<file path="src/rtl/xb64_pkg.sv">
`default_nettype none

package xb64_pkg;

    // Configuration register indexes
    typedef enum logic [1:0] {
        CFG_KEY_LOW  = 2'd0,
        CFG_KEY_HIGH = 2'd1,
        CFG_KEY_LEN  = 2'd2,
        CFG_UNUSED   = 2'd3
    } cfg_index_t;

    typedef struct packed {
        logic [7:0] data_byte;
        logic       last_byte;
    } in_item_t;

    typedef struct packed {
        logic [7:0] out_char;
        logic       last_char;
    } out_item_t;

    // One character slot: a six-bit code or a pad character
    typedef struct packed {
        logic       pad;
        logic [5:0] sextet;
    } slot_t;

    // Work for the back end produced by one input byte
    typedef struct packed {
        slot_t [3:0] slot;
        logic  [1:0] last_idx;
        logic        last;
    } cmd_t;

    // Front-end state as seen from the top level
    typedef struct packed {
        logic [3:0] key_position;
        logic [1:0] group_phase;
    } front_stat_t;

endpackage

`default_nettype wire

</file>
<file path="src/rtl/xor_base64_encoder.sv">
`default_nettype none

// Repeating-key XOR plus base64 encoder. Message bytes go in through a queue-style
// port (push/full, with last_byte on the final byte); each byte is XORed with the
// key byte at the running key position, which wraps at key_length (0 reads as 1,
// values above KEY_BYTES read as KEY_BYTES) and restarts with every message. The
// result comes out as standard base64 characters on a queue-style port
// (empty/pop), with the leftover bits flushed and '=' padding on the last byte,
// and last_char set on the final character. Configuration writes take effect at
// once (cfg_ready is always high) and belong between messages. The front
// end takes one byte per cycle while its two-entry command queue has room; the
// back end emits one character per cycle from a single output register while
// the receiver pops it. A plain byte yields one or two characters and a last
// byte up to four, about 1.33 characters per byte on long messages. A byte
// enters the queue the cycle it is accepted; its first character passes from
// the queue entry into the output register before it is visible.

module xor_base64_encoder
    import xb64_pkg::*;
#(
    parameter int KEY_BYTES = 16
) (
    input  wire logic        clk,
    input  wire logic        rst_n,
    input  wire logic        push,
    output logic             full,
    input  wire in_item_t    in_item,
    output logic             empty,
    input  wire logic        pop,
    output out_item_t        out_item,
    input  wire logic        cfg_valid,
    output logic             cfg_ready,
    input  wire cfg_index_t  cfg_index,
    input  wire logic [63:0] cfg_data
);

    logic        accept;
    logic        q_full, q_empty, q_pop;
    cmd_t        front_cmd, q_cmd;
    front_stat_t front_stat;

    // Register writes never stall
    assign cfg_ready = 1'b1;

    // A byte transfers whenever the command queue has a free entry
    assign full   = q_full;
    assign accept = push && !q_full;

    // Front end: key XOR, group phase tracking, slot generation
    xb64_front #(
        .KEY_BYTES (KEY_BYTES)
    ) u_front (
        .clk       (clk),
        .rst_n     (rst_n),
        .cfg_we    (cfg_valid && cfg_ready),
        .cfg_index (cfg_index),
        .cfg_data  (cfg_data),
        .accept    (accept),
        .in_item   (in_item),
        .cmd       (front_cmd),
        .stat      (front_stat)
    );

    // Decouple the two ends so either can stall alone
    xb64_queue u_queue (
        .clk     (clk),
        .rst_n   (rst_n),
        .wr_en   (accept),
        .wr_cmd  (front_cmd),
        .q_full  (q_full),
        .rd_en   (q_pop),
        .rd_cmd  (q_cmd),
        .q_empty (q_empty)
    );

    // Back end: walk the slots, map to ASCII, hold in the output register
    xb64_back u_back (
        .clk      (clk),
        .rst_n    (rst_n),
        .q_empty  (q_empty),
        .q_cmd    (q_cmd),
        .q_pop    (q_pop),
        .pop      (pop),
        .empty    (empty),
        .out_item (out_item)
    );

    // A full queue always has work for the back end
    a_full_has_work: assert property (@(posedge clk) disable iff (!rst_n)
        q_full |-> !q_empty)
        else $error("queue full but reported empty");

    // Last byte returns the front end to the start of a message
    a_last_resets: assert property (@(posedge clk) disable iff (!rst_n)
        accept && in_item.last_byte |=>
            (front_stat.group_phase == 2'd0) && (front_stat.key_position == 4'd0))
        else $error("front state not cleared after last byte");

    // Key position stays inside the stored key
    a_key_pos_range: assert property (@(posedge clk) disable iff (!rst_n)
        {1'b0, front_stat.key_position} < 5'(KEY_BYTES))
        else $error("key position beyond stored key");

endmodule

`default_nettype wire

</file>
<file path="src/rtl/xb64_front.sv">
`default_nettype none

module xb64_front
    import xb64_pkg::*;
#(
    parameter int KEY_BYTES = 16
) (
    input  wire logic        clk,
    input  wire logic        rst_n,
    input  wire logic        cfg_we,
    input  wire cfg_index_t  cfg_index,
    input  wire logic [63:0] cfg_data,
    input  wire logic        accept,
    input  wire in_item_t    in_item,
    output cmd_t             cmd,
    output front_stat_t      stat
);

    localparam logic [4:0] KEY_LEN_MAX = 5'(KEY_BYTES);

    logic [KEY_BYTES-1:0][7:0] key_reg;
    logic [4:0]                key_len_reg;
    logic [3:0]                key_pos_reg, key_pos_next;
    logic [3:0]                left_reg, left_next;
    logic [1:0]                phase_reg, phase_next;

    logic [7:0] key_sel;
    logic [7:0] b;
    logic [4:0] eff_len;
    logic [4:0] pos_inc;

    // Key storage: only the bytes that can ever be used
    always_ff @(posedge clk or negedge rst_n)
    begin
        if (!rst_n)
        begin
            key_reg     <= '0;
            key_len_reg <= 5'd16;
        end
        else if (cfg_we)
        begin
            for (int i = 0; i < KEY_BYTES; i++)
            begin
                if (i < 8 && cfg_index == CFG_KEY_LOW)
                    key_reg[i] <= cfg_data[8*(i%8) +: 8];
                if (i >= 8 && cfg_index == CFG_KEY_HIGH)
                    key_reg[i] <= cfg_data[8*(i%8) +: 8];
            end
            if (cfg_index == CFG_KEY_LEN)
                key_len_reg <= cfg_data[4:0];
        end
    end

    always_comb
    begin
        key_sel = '0;
        for (int i = 0; i < KEY_BYTES; i++)
        begin
            if (key_pos_reg == 4'(i))
                key_sel = key_reg[i];
        end
    end

    always_comb
    begin
        if (key_len_reg == 5'd0)
            eff_len = 5'd1;
        else if (key_len_reg > KEY_LEN_MAX)
            eff_len = KEY_LEN_MAX;
        else
            eff_len = key_len_reg;
    end

    assign b       = in_item.data_byte ^ key_sel;
    assign pos_inc = {1'b0, key_pos_reg} + 5'd1;

    // Classify the byte by group phase and build the character slots
    always_comb
    begin
        cmd          = '0;
        left_next    = left_reg;
        phase_next   = phase_reg;
        key_pos_next = (pos_inc >= eff_len) ? 4'd0 : pos_inc[3:0];

        case (phase_reg)
            2'd1:
            begin
                cmd.slot[0].sextet = {left_reg[1:0], b[7:4]};
                left_next          = b[3:0];
                phase_next         = 2'd2;
                cmd.last_idx       = 2'd0;
            end
            2'd2:
            begin
                cmd.slot[0].sextet = {left_reg[3:0], b[7:6]};
                cmd.slot[1].sextet = b[5:0];
                left_next          = 4'd0;
                phase_next         = 2'd0;
                cmd.last_idx       = 2'd1;
            end
            default:
            begin
                cmd.slot[0].sextet = b[7:2];
                left_next          = {2'b00, b[1:0]};
                phase_next         = 2'd1;
                cmd.last_idx       = 2'd0;
            end
        endcase

        // Flush leftover bits and pad to a full quad on the last byte
        if (in_item.last_byte)
        begin
            cmd.last = 1'b1;
            if (phase_next == 2'd1)
            begin
                cmd.slot[1].sextet = {left_next[1:0], 4'b0000};
                cmd.slot[2].pad    = 1'b1;
                cmd.slot[3].pad    = 1'b1;
                cmd.last_idx       = 2'd3;
            end
            else if (phase_next == 2'd2)
            begin
                cmd.slot[1].sextet = {left_next[3:0], 2'b00};
                cmd.slot[2].pad    = 1'b1;
                cmd.last_idx       = 2'd2;
            end
            left_next    = 4'd0;
            phase_next   = 2'd0;
            key_pos_next = 4'd0;
        end
    end

    always_ff @(posedge clk or negedge rst_n)
    begin
        if (!rst_n)
        begin
            key_pos_reg <= 4'd0;
            left_reg    <= 4'd0;
            phase_reg   <= 2'd0;
        end
        else if (accept)
        begin
            key_pos_reg <= key_pos_next;
            left_reg    <= left_next;
            phase_reg   <= phase_next;
        end
    end

    assign stat.key_position = key_pos_reg;
    assign stat.group_phase  = phase_reg;

endmodule

`default_nettype wire

</file>
<file path="src/rtl/xb64_queue.sv">
`default_nettype none

module xb64_queue
    import xb64_pkg::*;
(
    input  wire logic clk,
    input  wire logic rst_n,
    input  wire logic wr_en,
    input  wire cmd_t wr_cmd,
    output logic      q_full,
    input  wire logic rd_en,
    output cmd_t      rd_cmd,
    output logic      q_empty
);

    cmd_t [1:0] mem_reg;
    logic       wr_ptr_reg, wr_ptr_next;
    logic       rd_ptr_reg, rd_ptr_next;
    logic [1:0] count_reg, count_next;

    assign q_full  = (count_reg == 2'd2);
    assign q_empty = (count_reg == 2'd0);
    assign rd_cmd  = mem_reg[rd_ptr_reg];

    always_comb
    begin
        wr_ptr_next = wr_ptr_reg ^ wr_en;
        rd_ptr_next = rd_ptr_reg ^ rd_en;
        count_next  = count_reg + {1'b0, wr_en} - {1'b0, rd_en};
    end

    always_ff @(posedge clk or negedge rst_n)
    begin
        if (!rst_n)
        begin
            wr_ptr_reg <= 1'b0;
            rd_ptr_reg <= 1'b0;
            count_reg  <= 2'd0;
        end
        else
        begin
            wr_ptr_reg <= wr_ptr_next;
            rd_ptr_reg <= rd_ptr_next;
            count_reg  <= count_next;
        end
    end

    always_ff @(posedge clk)
    begin
        if (wr_en)
            mem_reg[wr_ptr_reg] <= wr_cmd;
    end

endmodule

`default_nettype wire

</file>
<file path="src/rtl/xb64_back.sv">
`default_nettype none

module xb64_back
    import xb64_pkg::*;
(
    input  wire logic clk,
    input  wire logic rst_n,
    input  wire logic q_empty,
    input  wire cmd_t q_cmd,
    output logic      q_pop,
    input  wire logic pop,
    output logic      empty,
    output out_item_t out_item
);

    localparam logic [7:0] PAD_CHAR = 8'h3D;

    function automatic logic [7:0] b64_char(input logic [5:0] v);
        logic [7:0] w;
        w = {2'b00, v};
        if (v < 6'd26)
            return w + 8'd65;
        else if (v < 6'd52)
            return w + 8'd71;
        else if (v < 6'd62)
            return w - 8'd4;
        else if (v == 6'd62)
            return 8'h2B;
        else
            return 8'h2F;
    endfunction

    logic      out_valid_reg, out_valid_next;
    out_item_t out_reg;
    logic [1:0] idx_reg, idx_next;
    logic      load, take;
    slot_t     cur;

    assign load  = !out_valid_reg || pop;
    assign take  = load && !q_empty;
    assign cur   = q_cmd.slot[idx_reg];
    assign q_pop = take && (idx_reg == q_cmd.last_idx);

    always_comb
    begin
        if (q_pop)
            idx_next = 2'd0;
        else if (take)
            idx_next = idx_reg + 2'd1;
        else
            idx_next = idx_reg;

        if (take)
            out_valid_next = 1'b1;
        else if (pop)
            out_valid_next = 1'b0;
        else
            out_valid_next = out_valid_reg;
    end

    always_ff @(posedge clk or negedge rst_n)
    begin
        if (!rst_n)
        begin
            out_valid_reg <= 1'b0;
            idx_reg       <= 2'd0;
        end
        else
        begin
            out_valid_reg <= out_valid_next;
            idx_reg       <= idx_next;
        end
    end

    always_ff @(posedge clk)
    begin
        if (take)
        begin
            out_reg.out_char  <= cur.pad ? PAD_CHAR : b64_char(cur.sextet);
            out_reg.last_char <= q_cmd.last && (idx_reg == q_cmd.last_idx);
        end
    end

    assign empty    = !out_valid_reg;
    assign out_item = out_reg;

endmodule

`default_nettype wire

</file>
<file path="config.mk">
export PLATFORM = sky130hd
export DESIGN_NAME = xor_base64_encoder
export DESIGN_NICKNAME = d
export VERILOG_FILES = /design/src/rtl/xb64_pkg.sv /design/src/rtl/xor_base64_encoder.sv /design/src/rtl/xb64_front.sv /design/src/rtl/xb64_queue.sv /design/src/rtl/xb64_back.sv
export SDC_FILE = /design/constraint.sdc
export NUM_CORES = 1
export LEC_CHECK = 0
export BUFFER_PORTS_ARGS = -buffer_cell sky130_fd_sc_hd__clkbuf_2
export CORE_MARGIN = 3
export CORE_UTILIZATION = 55
export CTS_BUF_LIST = sky130_fd_sc_hd__clkbuf_2
export DETAILED_ROUTE_END_ITERATION = 12
export GPL_ROUTABILITY_DRIVEN = 0
export PLACE_DENSITY = 0.85
export SETUP_SLACK_MARGIN = 0.4
export SLEW_MARGIN = 5
export SYNTH_ARGS = -nofsm -noshare
export SYNTH_HDL_FRONTEND = slang
export SYNTH_SLANG_ARGS = --single-unit
</file>
<file path="constraint.sdc">
create_clock -name clk -period 2.8 [get_ports clk]
set_input_delay 0.56 -clock clk [delete_from_list [all_inputs] [get_ports clk]]
set_output_delay 0.56 -clock clk [all_outputs]
set_load 0.1 [all_outputs]
</file>
==> summary.md <==
| Metric | Value |
|---|---|
| FMAX | 352 MHz |
| Clock transition at path regs | 0.29 ns |
| Pre-CTS setup slack | -0.0587 ns |
| H-tree Lvls | 4 |
| Post-synthesis sequential area ratio | 0.519 |
| CP arrival | 3.47 ns |
| Area leader, netlist | dfrtp_1 |
| CP max stage delay | 0.53 ns |
| CP endpoint | u_queue.mem_reg[3] |
| Core outline area | 0.0168 sq mm |
| Synth cell types | 70 |
| Reg-to-reg endpoint | u_queue.mem_reg[3] |
| Critical path's slowest cell | dfrtp_2 |
| Largest cells by area after synthesis | dfrtp_1 39%, mux2_2 15%, edfxtp_1 13%, ha_1 2.9%, nand2_1 2.4% |
| Crit-path most repeated cell | buf_4 |
| Vias in the first global route | 7916 |
| Reg-to-reg slack, setup | -0.04 ns |
| Latest clock arrival within the worst-skew pair | 0.81 ns |
| # setup viols final | 6 |
| CP Launch Type | register |
| Most common library cells after synthesis | 149 x dfrtp_1, 127 x mux2_2, 61 x nand2_1, 45 x o21ai_0, 41 x edfxtp_1 |
| Status | complete, but fails checks |
| Register area | 0.00499 sq mm |
| CP Capture Type | register |
| Starting Density | 0.572 |
| Placed Cells | 1133 |
| Post-synth top area share | 0.388 |
| Via count | 8008 |
| Failing checks | negative setup slack |
| Fin Hold WS | 0.0145 ns |
| 1st-iter DRT viols | 853 |
| Worst rel slew slack | 0.492 |
| Vias/cell | 6.25 |
| Number of flops mapped to enable cells by yosys | 41 |
| # rows | 47 |
| Largest net degree at the start of global routing | 73 |
| Total power | 0.0135 W |
| Fin worst setup slack | -0.0440 ns |
| CP max FO | 9 |
| Primary FF master, synth | dfrtp_1 |
| RSZ-0062 raised after global routing | yes |
| Buffer depth of the longest clock path | 2 |
| Fin nets | 1149 |
| Ys async rst share | 0.785 |
| Avg Cell Area, Syn | 11.6 sq um |
| Mapped cell area | 0.00961 sq mm |
| IO Pins | 92 |
| Share of layout cells above drive strength 1 | 0.438 |
| Hold WC Path Type | in -> reg |
| Routed WL | 29.2 mm |
| Initial antenna violation count | 1 |
| Max-Cap Viols | 0 |
| Die ar. | 0.0191 sq mm |
| TritonCTS buffer count | 17 |
| #FFs+latches synth | 191 |
| Clk root buf | clkbuf_2 |
| DR DRC count | 0 |
| Warnings from Yosys | 0 |
| Remaining global-route overflow | 0 |
| Max reg flops | 128 |
| Drt pass-1 iters | 7 |
| Hold path depth | 3 |
| Worst path cell trace | buf_12 > ha_4 > buf_4 > buf_4 > o311ai_1 > o211ai_1 > a31oi_1 > buf_4 > xor2_4 > buf_6 > nand3b_1 > o211ai_1 |
| Post-Syn Instances | 829 |
| Crit path launch | u_front.key_pos_reg[1] |
| Count of pins over their slew limit | 0 |
| TritonCTS clock tree | built |
| Syn nets | 931 |
| Most frequent cell after synthesis | dfrtp_1 |
| Clock Skews | 0.0530 ns |
| All-Layer GR Usage | 0.279 |
| Dpl hpwl | 17.6 mm |
| Hold Fails Final Rpt | 0 |
| I/O Buffers | 90 |
| First-pass GRT wire length | 42.5 mm |
| R2r worst-path depth | 12 |
| Fill cell count | 981 |
| Final Cycle Share | 1.02 |
| Num Clock Sinks | 191 |
| Antenna Nets Post-Route | 0 |
| Die X | 138 microns |
| Period minus WS final | 2.84 ns |
| R2r startpoint | u_front.key_pos_reg[1] |
| Critical Setup Path Class | reg -> reg |
| Area grow syn2layout | 31.8% |
| Wirelength per Cell | 22.8 microns |
| Chip height | 138 microns |
| Worst IR Drop VDD | 1320 uV |
| Power density cells | 1070 mW/mm^2 |
| Area occupied by multi-input gates | 0.00495 sq mm |
| Leak | 5.32 nW |
| Req. time, crit path | 3.43 ns |
| Post-route insts no fill | 1281 |
| Worst Tran Pin Value | 0.756 ns |
worst max-delay path: cells and delay by family (launching register included):
family          cells  cell delay [ns]
compound gates      4             0.83
buf+inv             5             0.80
flops               1             0.53
xor+xnor            1             0.21
fa+ha+maj           1             0.20
simple gates        1             0.11
cell families (layout without fill, tap and decap cells):
logic type	count (synthesis)	in the layout	share of synthesized area
flops	191	191	0.519
simple gates	179	179	0.0979
mux	140	140	0.170
other cells	1	2	0.000390
fa+ha+maj	22	22	0.0286
compound gates	183	183	0.127
buf+inv	95	326	0.0407
xor+xnor	18	18	0.0164
worst min path at each step:
stage	from	to	slack [ns]
finish	cfg_data[19]	u_front.key_reg[19]	0.01
global route	cfg_data[50]	u_front.key_reg[114]	0.003
CTS	cfg_data[6]	u_front.key_reg[6]	0.002
detailed placement	u_front.left_reg[3]	u_front.left_reg[3]	0.48
global placement	u_front.left_reg[3]	u_front.left_reg[3]	0.48
floorplan	rst_n	u_back.idx_reg[0]	0.26
power breakdown:
group	internal [W]	switching, W	leakage [nW]
logic	0.00359	0.00425	2.99
registers	0.00372	0.000490	2.18
clock network	0.000512	0.000977	0.154
through the flow:
step,setup TNS (ns),util,instance area [sq um]
after floorplan,-0.00355,-,9740
after global placement,-0.000746,0.631,10600
after detailed placement,-0.298,0.631,10600
after CTS,0,0.712,12000
after global routing,-0.680,0.753,12700
final,-0.171,0.753,12700
cell usage in the layout (no fill, tap or decap), types with 23 or more instances in the layout:
master / n
buf_6: 25
mux2_2: 126
a21oi_1: 30
clkbuf_2: 107
dlygate4sd3_1: 60
nand2_1: 58
o21ai_0: 30
nand3b_1: 23
inv_1: 32
edfxtp_1: 41
dfrtp_1: 147
buf_4: 71
per-layer routing:
layer	vias to the layer above	wire, microns	track usage	part of all wire
met5	-	0	0	0
met4	0	1510	0.102	0.052
met3	129	2150	0.0490	0.074
met2	457	14800	0.490	0.51
met1	3962	10700	0.346	0.37
li1	3460	-	-	-
what timing repair did:
action                                  in CTS  in global routing
hold endpoints to repair                   134                 12
resized for setup                           89                 79
endpoints found under the setup margin      34                 49
gates cloned                                 0                  1
setup buffers                               25                 29
pin swaps                                   27                 31
hold buffers                                52                  8
final cells by class:
type	instances	area share
antenna	1	0.000198
clock buffer	19	0.00751
clock inverter	13	0.0128
inverter	40	0.0128
multi-input combinational	543	0.391
sequential	191	0.394
tap	220	0.0217
timing repair buffer	254	0.160
(Power assumes the default switching activity.)
